===== config.mk =====
export PLATFORM = sky130hd
export DESIGN_NAME = hid_message_reassembler
export DESIGN_NICKNAME = d
export VERILOG_FILES = /design/src/rtl/core/hmr_pkg.sv /design/src/rtl/core/hmr_ram.sv /design/src/rtl/core/hmr_front.sv /design/src/rtl/core/hmr_cmd_queue.sv /design/src/rtl/core/hmr_back.sv /design/src/rtl/core/hid_message_reassembler.sv
export SDC_FILE = /design/constraint.sdc
export NUM_CORES = 2
export LEC_CHECK = 0
export ABC_AREA = 1
export BUFFER_PORTS_ARGS = -buffer_cell sky130_fd_sc_hd__clkbuf_2
export CORE_AREA = 3 3 481 292
export DETAILED_ROUTE_END_ITERATION = 8
export DIE_AREA = 0 0 484 295
export GPL_ROUTABILITY_DRIVEN = 1
export MAX_ROUTING_LAYER = met4
export SLEW_MARGIN = 20
export SYNTH_ARGS = -nofsm -noshare
export SYNTH_HDL_FRONTEND = slang
export SYNTH_HIERARCHICAL = 1
export SYNTH_SLANG_ARGS = --single-unit

===== constraint.sdc =====
create_clock -name i_clk -period 7 [get_ports i_clk]
set_input_delay 0.7 -clock i_clk [delete_from_list [all_inputs] [get_ports i_clk]]
set_output_delay 0.7 -clock i_clk [all_outputs]
set_load 0.02 [all_outputs]

===== src/rtl/core/hmr_pkg.sv =====
// ----------------------------------------------------------------------------
// hmr_pkg: shared types and codes for the HID message reassembler
// Command queue entry, result item layout, result kinds and status codes.
// ----------------------------------------------------------------------------
package hmr_pkg;

    // One queue entry from the front to the back.
    typedef struct packed {
        logic is_tick;   // 1: timer tick, 0: end of a report
        logic good;      // report had exactly the right length
        logic bank;      // store bank that holds the report
    } t_cmd;

    // One result item.
    typedef struct packed {
        logic [1:0]  kind;
        logic [31:0] chan_id;
        logic [7:0]  command;
        logic [15:0] msg_len;
        logic [7:0]  out_byte;
        logic [2:0]  status;
        logic        run_last;
    } t_result;

    localparam logic [1:0] KIND_HEADER  = 2'd0;
    localparam logic [1:0] KIND_PAYLOAD = 2'd1;
    localparam logic [1:0] KIND_STATUS  = 2'd2;

    localparam logic [2:0] STATUS_OK       = 3'd0;
    localparam logic [2:0] STATUS_BAD_LEN  = 3'd1;
    localparam logic [2:0] STATUS_INIT_EXP = 3'd2;
    localparam logic [2:0] STATUS_BAD_SEQ  = 3'd3;
    localparam logic [2:0] STATUS_TIMEOUT  = 3'd4;

    localparam logic [15:0] TIMEOUT_RESET = 16'd3000;

endpackage


===== src/rtl/core/hmr_ram.sv =====
// ----------------------------------------------------------------------------
// hmr_ram: generic simple dual-port RAM
// One write port, one read port with registered read data and read enable.
// ----------------------------------------------------------------------------
module hmr_ram #(
    parameter int WIDTH = 8,
    parameter int DEPTH = 128
) (
    input  logic                     i_clk,
    input  logic                     i_we,
    input  logic [$clog2(DEPTH)-1:0] i_waddr,
    input  logic [WIDTH-1:0]         i_wdata,
    input  logic                     i_re,
    input  logic [$clog2(DEPTH)-1:0] i_raddr,
    output logic [WIDTH-1:0]         o_rdata
);

    logic [WIDTH-1:0] r_mem [DEPTH];
    logic [WIDTH-1:0] r_rdata;

    always_ff @(posedge i_clk) begin
        if (i_we) begin
            r_mem[i_waddr] <= i_wdata;
        end
        if (i_re) begin
            r_rdata <= r_mem[i_raddr];
        end
    end

    assign o_rdata = r_rdata;

endmodule


===== src/rtl/core/hmr_front.sv =====
// ----------------------------------------------------------------------------
// hmr_front: input side of the reassembler
// Writes report bytes into a ping-pong store, checks report length and
// queues one command per report end or timer tick.
// ----------------------------------------------------------------------------
module hmr_front #(
    parameter int REPORT_BYTES = 64
) (
    input  logic                              i_clk,
    input  logic                              i_rst_n,
    input  logic                              i_valid,
    output logic                              o_stall,
    input  logic                              i_req_type,
    input  logic [7:0]                        i_in_byte,
    input  logic                              i_report_end,
    input  logic                              i_q_full,
    output logic                              o_push,
    output hmr_pkg::t_cmd                     o_cmd,
    input  logic                              i_rep_done,
    output logic                              o_we,
    output logic [$clog2(REPORT_BYTES):0]     o_waddr,
    output logic [7:0]                        o_wdata
);

    localparam int IW   = $clog2(REPORT_BYTES);
    localparam int CNTW = $clog2(REPORT_BYTES + 1);

    logic [CNTW-1:0] r_count;
    logic            r_bad;
    logic            r_bank;
    logic [1:0]      r_rep_out;   // reports queued or in work, one per bank

    logic w_accept;
    logic w_byte;
    logic w_room;
    logic w_rep_push;

    assign o_stall    = i_q_full || (r_rep_out == 2'd2);
    assign w_accept   = i_valid && !o_stall;
    assign w_byte     = w_accept && !i_req_type;
    assign w_room     = r_count < CNTW'(REPORT_BYTES);
    assign w_rep_push = w_byte && i_report_end;

    assign o_we    = w_byte && w_room;
    assign o_waddr = {r_bank, r_count[IW-1:0]};
    assign o_wdata = i_in_byte;

    assign o_push       = w_rep_push || (w_accept && i_req_type);
    assign o_cmd.is_tick = i_req_type;
    assign o_cmd.good    = !r_bad && (r_count == CNTW'(REPORT_BYTES - 1));
    assign o_cmd.bank    = r_bank;

    always_ff @(posedge i_clk) begin
        if (!i_rst_n) begin
            r_count   <= '0;
            r_bad     <= 1'b0;
            r_bank    <= 1'b0;
            r_rep_out <= 2'd0;
        end else begin
            if (w_byte) begin
                if (i_report_end) begin
                    r_count <= '0;
                    r_bad   <= 1'b0;
                    r_bank  <= !r_bank;
                end else if (w_room) begin
                    r_count <= r_count + CNTW'(1);
                end else begin
                    r_bad <= 1'b1;
                end
            end
            r_rep_out <= r_rep_out + {1'b0, w_rep_push} - {1'b0, i_rep_done};
        end
    end

endmodule


===== src/rtl/core/hmr_cmd_queue.sv =====
// ----------------------------------------------------------------------------
// hmr_cmd_queue: two-entry command FIFO between front and back
// Push only when not full, pop only when an entry is available.
// ----------------------------------------------------------------------------
module hmr_cmd_queue (
    input  logic          i_clk,
    input  logic          i_rst_n,
    input  logic          i_push,
    input  hmr_pkg::t_cmd i_cmd,
    input  logic          i_pop,
    output hmr_pkg::t_cmd o_cmd,
    output logic          o_avail,
    output logic          o_full
);

    hmr_pkg::t_cmd r_q [2];
    logic [1:0]    r_cnt;
    logic          r_wp;
    logic          r_rp;

    assign o_cmd   = r_q[r_rp];
    assign o_avail = r_cnt != 2'd0;
    assign o_full  = r_cnt == 2'd2;

    always_ff @(posedge i_clk) begin
        if (i_push) begin
            r_q[r_wp] <= i_cmd;
        end
    end

    always_ff @(posedge i_clk) begin
        if (!i_rst_n) begin
            r_cnt <= 2'd0;
            r_wp  <= 1'b0;
            r_rp  <= 1'b0;
        end else begin
            if (i_push) begin
                r_wp <= !r_wp;
            end
            if (i_pop) begin
                r_rp <= !r_rp;
            end
            r_cnt <= r_cnt + {1'b0, i_push} - {1'b0, i_pop};
        end
    end

endmodule


===== src/rtl/core/hmr_back.sv =====
// ----------------------------------------------------------------------------
// hmr_back: message sequencer of the reassembler
// Pops commands, reads report header and payload from the store, keeps the
// message state and drives the registered result item.
// ----------------------------------------------------------------------------
module hmr_back #(
    parameter int REPORT_BYTES = 64
) (
    input  logic                          i_clk,
    input  logic                          i_rst_n,
    input  logic [15:0]                   i_timeout,
    input  logic                          i_q_avail,
    input  hmr_pkg::t_cmd                 i_cmd,
    output logic                          o_pop,
    output logic                          o_rep_done,
    output logic                          o_ram_re,
    output logic [$clog2(REPORT_BYTES):0] o_ram_raddr,
    input  logic [7:0]                    i_ram_rdata,
    output logic                          o_valid,
    input  logic                          i_stall,
    output hmr_pkg::t_result              o_res
);

    localparam int IW          = $clog2(REPORT_BYTES);
    localparam int HDR_INIT    = 7;
    localparam int HDR_CONT    = 5;
    localparam int ROOM_INIT   = REPORT_BYTES - HDR_INIT;
    localparam int ROOM_CONT   = REPORT_BYTES - HDR_CONT;
    localparam int CW          = $clog2(ROOM_CONT + 1);
    localparam logic [2:0] HDR_LAST = 3'(HDR_INIT);

    typedef enum logic [2:0] {
        S_IDLE,
        S_HDR,
        S_DECIDE,
        S_PAY_RD,
        S_PAY_WR,
        S_STAT
    } t_state;

    t_state           r_state;
    logic             r_bank;
    logic [2:0]       r_idx;
    logic [31:0]      r_hdr_chan;
    logic [7:0]       r_hdr_tag;
    logic [15:0]      r_hdr_len;
    logic [IW-1:0]    r_addr;
    logic [CW-1:0]    r_cnt;
    logic             r_rem_zero;
    logic             r_done;
    logic             r_valid;
    hmr_pkg::t_result r_res;

    // message state
    logic        r_collecting;
    logic [31:0] r_held_chan;
    logic [15:0] r_remaining;
    logic [7:0]  r_exp_seq;
    logic [15:0] r_time_left;

    logic          w_ready;
    logic [15:0]   w_avail;
    logic [15:0]   w_room;
    logic [CW-1:0] w_take;
    logic [15:0]   w_rem_after;

    function automatic hmr_pkg::t_result make_res(
        input logic [1:0]  kind,
        input logic [31:0] chan,
        input logic [7:0]  cmd,
        input logic [15:0] len,
        input logic [7:0]  byt,
        input logic [2:0]  st,
        input logic        last
    );
        hmr_pkg::t_result res;
        res.kind     = kind;
        res.chan_id  = chan;
        res.command  = cmd;
        res.msg_len  = len;
        res.out_byte = byt;
        res.status   = st;
        res.run_last = last;
        return res;
    endfunction

    function automatic hmr_pkg::t_result status_res(input logic [2:0] st);
        return make_res(hmr_pkg::KIND_STATUS, 32'd0, 8'd0, 16'd0, 8'd0, st, 1'b1);
    endfunction

    assign w_ready     = !r_valid || !i_stall;
    assign w_avail     = r_collecting ? r_remaining : r_hdr_len;
    assign w_room      = r_collecting ? 16'(ROOM_CONT) : 16'(ROOM_INIT);
    assign w_take      = (w_avail < w_room) ? w_avail[CW-1:0] : w_room[CW-1:0];
    assign w_rem_after = w_avail - 16'(w_take);

    assign o_pop      = (r_state == S_IDLE) && i_q_avail && w_ready;
    assign o_rep_done = r_done;
    assign o_valid    = r_valid;
    assign o_res      = r_res;

    always_comb begin
        o_ram_re    = 1'b0;
        o_ram_raddr = {r_bank, r_addr};
        case (r_state)
            S_HDR: begin
                o_ram_re    = r_idx != HDR_LAST;
                o_ram_raddr = {r_bank, IW'(r_idx)};
            end
            S_PAY_RD: begin
                o_ram_re = 1'b1;
            end
            default: begin
                o_ram_re = 1'b0;
            end
        endcase
    end

    always_ff @(posedge i_clk) begin
        if (!i_rst_n) begin
            r_state      <= S_IDLE;
            r_valid      <= 1'b0;
            r_done       <= 1'b0;
            r_collecting <= 1'b0;
            r_held_chan  <= 32'd0;
            r_remaining  <= 16'd0;
            r_exp_seq    <= 8'd0;
            r_time_left  <= 16'd0;
        end else begin
            r_done <= 1'b0;
            if (!i_stall) begin
                r_valid <= 1'b0;
            end
            case (r_state)
                S_IDLE: begin
                    if (o_pop) begin
                        if (i_cmd.is_tick) begin
                            if (r_collecting) begin
                                if (r_time_left <= 16'd1) begin
                                    r_time_left  <= 16'd0;
                                    r_collecting <= 1'b0;
                                    r_valid      <= 1'b1;
                                    r_res <= status_res(hmr_pkg::STATUS_TIMEOUT);
                                end else begin
                                    r_time_left <= r_time_left - 16'd1;
                                end
                            end
                        end else if (!i_cmd.good) begin
                            r_done <= 1'b1;
                            if (!r_collecting) begin
                                r_valid <= 1'b1;
                                r_res   <= status_res(hmr_pkg::STATUS_BAD_LEN);
                            end
                        end else begin
                            r_bank  <= i_cmd.bank;
                            r_idx   <= 3'd0;
                            r_state <= S_HDR;
                        end
                    end
                end
                S_HDR: begin
                    // read data arrives in the cycle after its address
                    case (r_idx)
                        3'd1: r_hdr_chan[7:0]   <= i_ram_rdata;
                        3'd2: r_hdr_chan[15:8]  <= i_ram_rdata;
                        3'd3: r_hdr_chan[23:16] <= i_ram_rdata;
                        3'd4: r_hdr_chan[31:24] <= i_ram_rdata;
                        3'd5: r_hdr_tag         <= i_ram_rdata;
                        3'd6: r_hdr_len[15:8]   <= i_ram_rdata;
                        3'd7: r_hdr_len[7:0]    <= i_ram_rdata;
                        default: ;
                    endcase
                    r_idx <= r_idx + 3'd1;
                    if (r_idx == HDR_LAST) begin
                        r_state <= S_DECIDE;
                    end
                end
                S_DECIDE: begin
                    if (w_ready) begin
                        if (!r_collecting) begin
                            if (!r_hdr_tag[7]) begin
                                r_valid <= 1'b1;
                                r_res   <= status_res(hmr_pkg::STATUS_INIT_EXP);
                                r_done  <= 1'b1;
                                r_state <= S_IDLE;
                            end else begin
                                r_held_chan  <= r_hdr_chan;
                                r_remaining  <= w_rem_after;
                                r_collecting <= w_rem_after != 16'd0;
                                r_exp_seq    <= 8'd0;
                                r_time_left  <= i_timeout;
                                r_valid      <= 1'b1;
                                r_res <= make_res(hmr_pkg::KIND_HEADER, r_hdr_chan,
                                                  r_hdr_tag, r_hdr_len, 8'd0,
                                                  hmr_pkg::STATUS_OK, 1'b0);
                                r_cnt      <= w_take;
                                r_addr     <= IW'(HDR_INIT);
                                r_rem_zero <= w_rem_after == 16'd0;
                                r_state    <= (w_take == '0) ? S_STAT : S_PAY_RD;
                            end
                        end else if (r_hdr_chan != r_held_chan) begin
                            r_done  <= 1'b1;
                            r_state <= S_IDLE;
                        end else if (r_hdr_tag[7] || (r_hdr_tag != r_exp_seq)) begin
                            r_collecting <= 1'b0;
                            r_valid      <= 1'b1;
                            r_res        <= status_res(hmr_pkg::STATUS_BAD_SEQ);
                            r_done       <= 1'b1;
                            r_state      <= S_IDLE;
                        end else begin
                            r_exp_seq    <= r_exp_seq + 8'd1;
                            r_remaining  <= w_rem_after;
                            r_collecting <= w_rem_after != 16'd0;
                            r_cnt        <= w_take;
                            r_addr       <= IW'(HDR_CONT);
                            r_rem_zero   <= w_rem_after == 16'd0;
                            r_state      <= S_PAY_RD;
                        end
                    end
                end
                S_PAY_RD: begin
                    r_addr  <= r_addr + IW'(1);
                    r_state <= S_PAY_WR;
                end
                S_PAY_WR: begin
                    if (w_ready) begin
                        r_valid <= 1'b1;
                        r_res <= make_res(hmr_pkg::KIND_PAYLOAD, 32'd0, 8'd0, 16'd0,
                                          i_ram_rdata, hmr_pkg::STATUS_OK,
                                          (r_cnt == CW'(1)) && !r_rem_zero);
                        r_cnt <= r_cnt - CW'(1);
                        if (r_cnt == CW'(1)) begin
                            if (r_rem_zero) begin
                                r_state <= S_STAT;
                            end else begin
                                r_done  <= 1'b1;
                                r_state <= S_IDLE;
                            end
                        end else begin
                            r_state <= S_PAY_RD;
                        end
                    end
                end
                S_STAT: begin
                    if (w_ready) begin
                        r_valid <= 1'b1;
                        r_res   <= status_res(hmr_pkg::STATUS_OK);
                        r_done  <= 1'b1;
                        r_state <= S_IDLE;
                    end
                end
                default: begin
                    r_state <= S_IDLE;
                end
            endcase
        end
    end

endmodule


===== src/rtl/core/hid_message_reassembler.sv =====
// ----------------------------------------------------------------------------
// hid_message_reassembler: U2F HID style message reassembly
// Rebuilds framed messages from HID reports delivered one byte per item.
// ----------------------------------------------------------------------------
// Input channel (i_valid / o_stall): one item is a report byte or a timer
// tick. Report bytes are taken one per cycle, unless stalled, into a
// two-bank store; the last byte (i_report_end) queues it for the sequencer.
// Output channel (o_valid / i_stall): one item per result, from a register.
// A report or tick may yield a run: a header (init reports only), payload
// bytes, and a status when the message ends or fails; o_run_last marks
// the last item of a run. The sequencer handles a tick in its idle state.
// For a good report it reads the header bytes and decides, then reads and
// sends each payload byte in turn through the single RAM read port, and
// sends a status when the message ends; it pops no new command until the
// report is done.
// The input stalls while the command queue is full or both store banks
// hold reports not yet done; a stalled output holds its item and the
// sequencer waits, so bytes keep flowing until the store fills up.
// Reset (synchronous, active low) clears all message state, the queue and
// sets timeout_ticks to 3000; the store needs no clearing.
// ----------------------------------------------------------------------------
module hid_message_reassembler #(
    parameter int REPORT_BYTES = 64
) (
    input  logic        i_clk,
    input  logic        i_rst_n,
    input  logic        i_cfg_we,
    input  logic [15:0] i_cfg_wdata,
    input  logic        i_valid,
    output logic        o_stall,
    input  logic        i_req_type,
    input  logic [7:0]  i_in_byte,
    input  logic        i_report_end,
    output logic        o_valid,
    input  logic        i_stall,
    output logic [1:0]  o_out_kind,
    output logic [31:0] o_chan_id,
    output logic [7:0]  o_command,
    output logic [15:0] o_msg_len,
    output logic [7:0]  o_out_byte,
    output logic [2:0]  o_status,
    output logic        o_run_last
);

    // two banks of one report each
    localparam int AW = $clog2(REPORT_BYTES) + 1;

    logic [15:0] r_timeout;

    logic             w_q_full;
    logic             w_q_avail;
    logic             w_push;
    logic             w_pop;
    hmr_pkg::t_cmd    w_push_cmd;
    hmr_pkg::t_cmd    w_head_cmd;
    logic             w_rep_done;
    logic             w_we;
    logic [AW-1:0]    w_waddr;
    logic [7:0]       w_wdata;
    logic             w_re;
    logic [AW-1:0]    w_raddr;
    logic [7:0]       w_rdata;
    hmr_pkg::t_result w_res;

    always_ff @(posedge i_clk) begin
        if (!i_rst_n) begin
            r_timeout <= hmr_pkg::TIMEOUT_RESET;
        end else if (i_cfg_we) begin
            r_timeout <= i_cfg_wdata;
        end
    end

    hmr_front #(
        .REPORT_BYTES(REPORT_BYTES)
    ) u_front (
        .i_clk        (i_clk),
        .i_rst_n      (i_rst_n),
        .i_valid      (i_valid),
        .o_stall      (o_stall),
        .i_req_type   (i_req_type),
        .i_in_byte    (i_in_byte),
        .i_report_end (i_report_end),
        .i_q_full     (w_q_full),
        .o_push       (w_push),
        .o_cmd        (w_push_cmd),
        .i_rep_done   (w_rep_done),
        .o_we         (w_we),
        .o_waddr      (w_waddr),
        .o_wdata      (w_wdata)
    );

    hmr_ram #(
        .WIDTH(8),
        .DEPTH(2 ** AW)
    ) u_store (
        .i_clk   (i_clk),
        .i_we    (w_we),
        .i_waddr (w_waddr),
        .i_wdata (w_wdata),
        .i_re    (w_re),
        .i_raddr (w_raddr),
        .o_rdata (w_rdata)
    );

    // tick and report-end commands stay in input order
    hmr_cmd_queue u_queue (
        .i_clk   (i_clk),
        .i_rst_n (i_rst_n),
        .i_push  (w_push),
        .i_cmd   (w_push_cmd),
        .i_pop   (w_pop),
        .o_cmd   (w_head_cmd),
        .o_avail (w_q_avail),
        .o_full  (w_q_full)
    );

    hmr_back #(
        .REPORT_BYTES(REPORT_BYTES)
    ) u_back (
        .i_clk       (i_clk),
        .i_rst_n     (i_rst_n),
        .i_timeout   (r_timeout),
        .i_q_avail   (w_q_avail),
        .i_cmd       (w_head_cmd),
        .o_pop       (w_pop),
        .o_rep_done  (w_rep_done),
        .o_ram_re    (w_re),
        .o_ram_raddr (w_raddr),
        .i_ram_rdata (w_rdata),
        .o_valid     (o_valid),
        .i_stall     (i_stall),
        .o_res       (w_res)
    );

    assign o_out_kind = w_res.kind;
    assign o_chan_id  = w_res.chan_id;
    assign o_command  = w_res.command;
    assign o_msg_len  = w_res.msg_len;
    assign o_out_byte = w_res.out_byte;
    assign o_status   = w_res.status;
    assign o_run_last = w_res.run_last;

endmodule


==> flow_summary.json <==
{
  "max_clock_freq_mhz": 211.5,
  "place_ws_ns": 2.445,
  "yosysTopAreaCellShare_pct": 65.04,
  "die-area_um2": 142800,
  "drc_errors": 0,
  "grt_antenna_before_repair": 5,
  "post_route_cells_drive_above_1_share_pct": 7.360,
  "design_power_total_mw": 20.93,
  "synth_area_leaders": "sky130_fd_sc_hd__edfxtp_1 (65%), sky130_fd_sc_hd__nand2_1 (10%), sky130_fd_sc_hd__nand3_1 (9.0%)",
  "worstSetupStartpointType": "register",
  "fraction_of_synthesis_flops_using_an_asynchronous_set_or_reset_pin_pct": 0,
  "setup_repair_after_global_routing_missed_its_margin": "no",
  "leading_area_contributor_after_synthesis": "sky130_fd_sc_hd__edfxtp_1",
  "wirelength_mm": 146.4,
  "tritoncts_num_sinks": 1291,
  "static-leakage-power_nw": 21.67,
  "setup_skew_ns": 0.03617,
  "synthesis.area_per_instance_um2": 10.99,
  "element_type_at_the_critical_path_end": "register",
  "finalHoldWorstSlack_ns": 0.1925,
  "cts.hold.buffers_added": 0,
  "drt_first_pass_iters": 5,
  "critical_path.max_stage_delay_ns": 0.85,
  "design.portCount": 103,
  "postSynth.topFlopCell": "sky130_fd_sc_hd__edfxtp_1",
  "required_ns": 7.59,
  "hold_viol_final": 0,
  "hold_class": "in2reg",
  "wl_cell_um": 21.33,
  "detail-route-antenna-nets": 0,
  "wire_length_of_the_first_global_routing_pass_mm": 217.8,
  "die_height_um": 295,
  "setup_viol": 0,
  "drv_cap": 0,
  "synth-seq-cells": 1291,
  "critical_path_class": "reg2reg",
  "numPortBuffers": 102,
  "avgViaCountPerCell": 5.367,
  "cp_cell_sequence": "inv_1, nand2_1, nor2_1, clkinv_1, a21oi_4, buf_4, nand2_1, nand3_1, nand3_1, nand3_1, nand2_1, nand2_1, nand3_1, nand2_1, nand2_1, nand2_1",
  "cts_max_level": 3,
  "peakVddDrop_mv": 0.3760,
  "vias_post_dr": 36830,
  "slew-limit-headroom_pct": 25.01,
  "worst-endpoint-arrival_ns": 5.32,
  "synth.cell_area_um2": 54530,
  "run_status": "complete, no violations",
  "synth-edff-count": 1181,
  "rows": 105,
  "die_x_um": 484,
  "worst-slew-pin-transition_ns": 1.125,
  "synthCells": 4963,
  "start_util_pct": 39.99,
  "insertion_delay_ns": 0.75,
  "syn_to_final_growth_pct": 9.690,
  "grt_pass1_vias": 33800,
  "drt_first_iter_violations": 4356,
  "period_needed_ns": 4.728,
  "critPathMaxFanout": 96,
  "clkTransAtPathRegs_ns": 0.06,
  "crit_path_top_delay_cell": "sky130_fd_sc_hd__buf_4",
  "post-cts-setup-buffers": 0,
  "tritoncts": "done",
  "setup_slack_ns": 2.272,
  "place_hpwl_mm": 86.13,
  "slew_viol_final": 0,
  "postSynthNetCount": 5014,
  "timing.setup.tns_ns": 0,
  "synth-warning-count": 6,
  "design.core.area_um2": 136400,
  "cts_buffer_depth": 3,
  "synth.lib_cells_used.distinct": 51,
  "maximum_number_of_pins_on_one_net_before_global_route_repair": 177,
  "most_common_cell_type_on_the_critical_path": "sky130_fd_sc_hd__nand2_1",
  "finalCritPeriodShare_pct": 67.55,
  "cts_root_buf": "sky130_fd_sc_hd__clkbuf_16",
  "yosysSeqAreaShare_pct": 69.08,
  "power_per_cell_area_nw_per_um2": 349.9,
  "routability_cong": 0.8837,
  "finalNetCount": 4994,
  "tritoncts.num_buffers": 116,
  "grt.overflow.total": 0,
  "cts_repair_resize_count": 0,
  "utilization_pct": 43.86,
  "global_routing_usage_summed_across_all_routing_layers_pct": 20.61
}
[logic make-up after synthesis]
group	count (synthesis)	share of synthesized area, %
flops	1291	69.08
fa+ha+maj	20	0.4727
xor+xnor	47	0.7549
compound gates	179	1.969
mux	3	0.06195
simple gates	2889	22.57
buf+inv	534	5.099
[cell usage after synthesis (all sizes together) (4+ instances only)]
cell	count
nor4	12
dfxtp	110
edfxtp	1181
xnor2	18
o21ai	63
o211ai	4
a211oi	36
a21oi	54
xor2	29
inv	239
nand3b	4
nand2	1479
nor2	362
o22ai	4
nand3	981
ha	19
clkbuf	56
buf	237
nand4	16
nor3	30
[layer usage]
layer	routed length, um	GRT usage (%)	vias to the layer above	part of all wire [%]
li1	-	-	17050	-
met1	68590	31.01	18050	47
met2	58530	26.88	1530	40
met3	16400	6.364	205	11
met4	2865	4.551	0	2.0
met5	0	-	-	0
[per-stage QoR]
stage	instances	area, um2
2_1_floorplan	4963	54530
3_3_place_gp	6644	56050
3_5_place_dp	6644	56050
4_1_cts	6860	59800
5_1_grt	6861	59810
6_report	6862	59810
[flip-flops by register name, indices dropped and copies added, names as in the netlist, 2 cells and up, named ones only]
signal	flops
u_back/r_held_chan	32
u_back/r_exp_seq	8
u_back/r_cnt	6
u_queue/r_cnt	2
u_back/r_addr	6
u_store/r_mem	1024
u_back/r_state	3
u_front/r_rep_out	2
u_back/r_idx	3
u_back/r_hdr_tag	8
u_back/o_res	70
u_queue/r_q	6
r_timeout	16
u_back/r_time_left	16
u_back/r_remaining	16
u_back/r_hdr_len	16
u_back/r_hdr_chan	32
u_front/r_count	7
u_store/o_rdata	8
[cell usage in the layout, fill, tap and decap left out, drive strengths merged, types with 3 or more instances in the layout]
cell type and instances:
nand2 1479, mux2 3, bufinv 12, nand4 16, edfxtp 1181, a221oi 3, o21ai 63, ha 19
nand3 981, a211oi 36, clkbuf 245, nor4 12, buf 61, nor3 30, clkinvlp 3, clkinv 51
o211ai 4, a22oi 3, o22ai 4, inv 240, dfxtp 110, or2 3, xnor2 18, a21oi 54
nand3b 4, xor2 29, nor2 362
[where the power goes]
part | total [mW] | switching [mW] | internal, mW
sequential | 8.81 | 0.143 | 8.67
clock | 6.41 | 2.86 | 3.55
combinational | 5.71 | 4.25 | 1.46
[path summary, 6_finish.rpt]
| kind | start | end | slack (ns) | depth (start not counted) |
|---|---|---|---|---|
| worst min-delay path | i_cfg_wdata[5] | r_timeout[5]$_SDFFE_PN1P_ | 0.19 | 3 |
| worst max-delay path | u_back/r_state[2]$_SDFFE_PN0P_ | u_store/o_rdata[1]$_DFFE_PP_ | 2.27 | 16 |
| worst max register to register | u_back/r_state[2]$_SDFFE_PN0P_ | u_store/o_rdata[1]$_DFFE_PP_ | 2.27 | 16 |
| worst min register to register | r_timeout[8]$_SDFFE_PN1P_ | r_timeout[8]$_SDFFE_PN1P_ | 0.46 | 2 |
[critical path: cells and delay by family, from the launching register on]
kind | cells | cell delay [ns]
flip-flops | 1 | 0.34
AO/OA/AOI/OAI | 1 | 0.48
AND/OR/NAND/NOR | 12 | 2.23
buffers and inverters | 3 | 1.42
[layout make-up]
| class | instances | area, um2 |
|---|---|---|
| tap | 1819 | 2276 |
| antenna | 2 | 5.005 |
| clock buffer | 151 | 3085 |
| sequential | 1291 | 37670 |
| clock inverter | 65 | 665.6 |
| timing repair buffer | 155 | 1016 |
| fill | 12740 | 76560 |
| multi-input combinational | 3138 | 14160 |
| inverter | 241 | 932.1 |
Power figures use the tool's default switching activity.
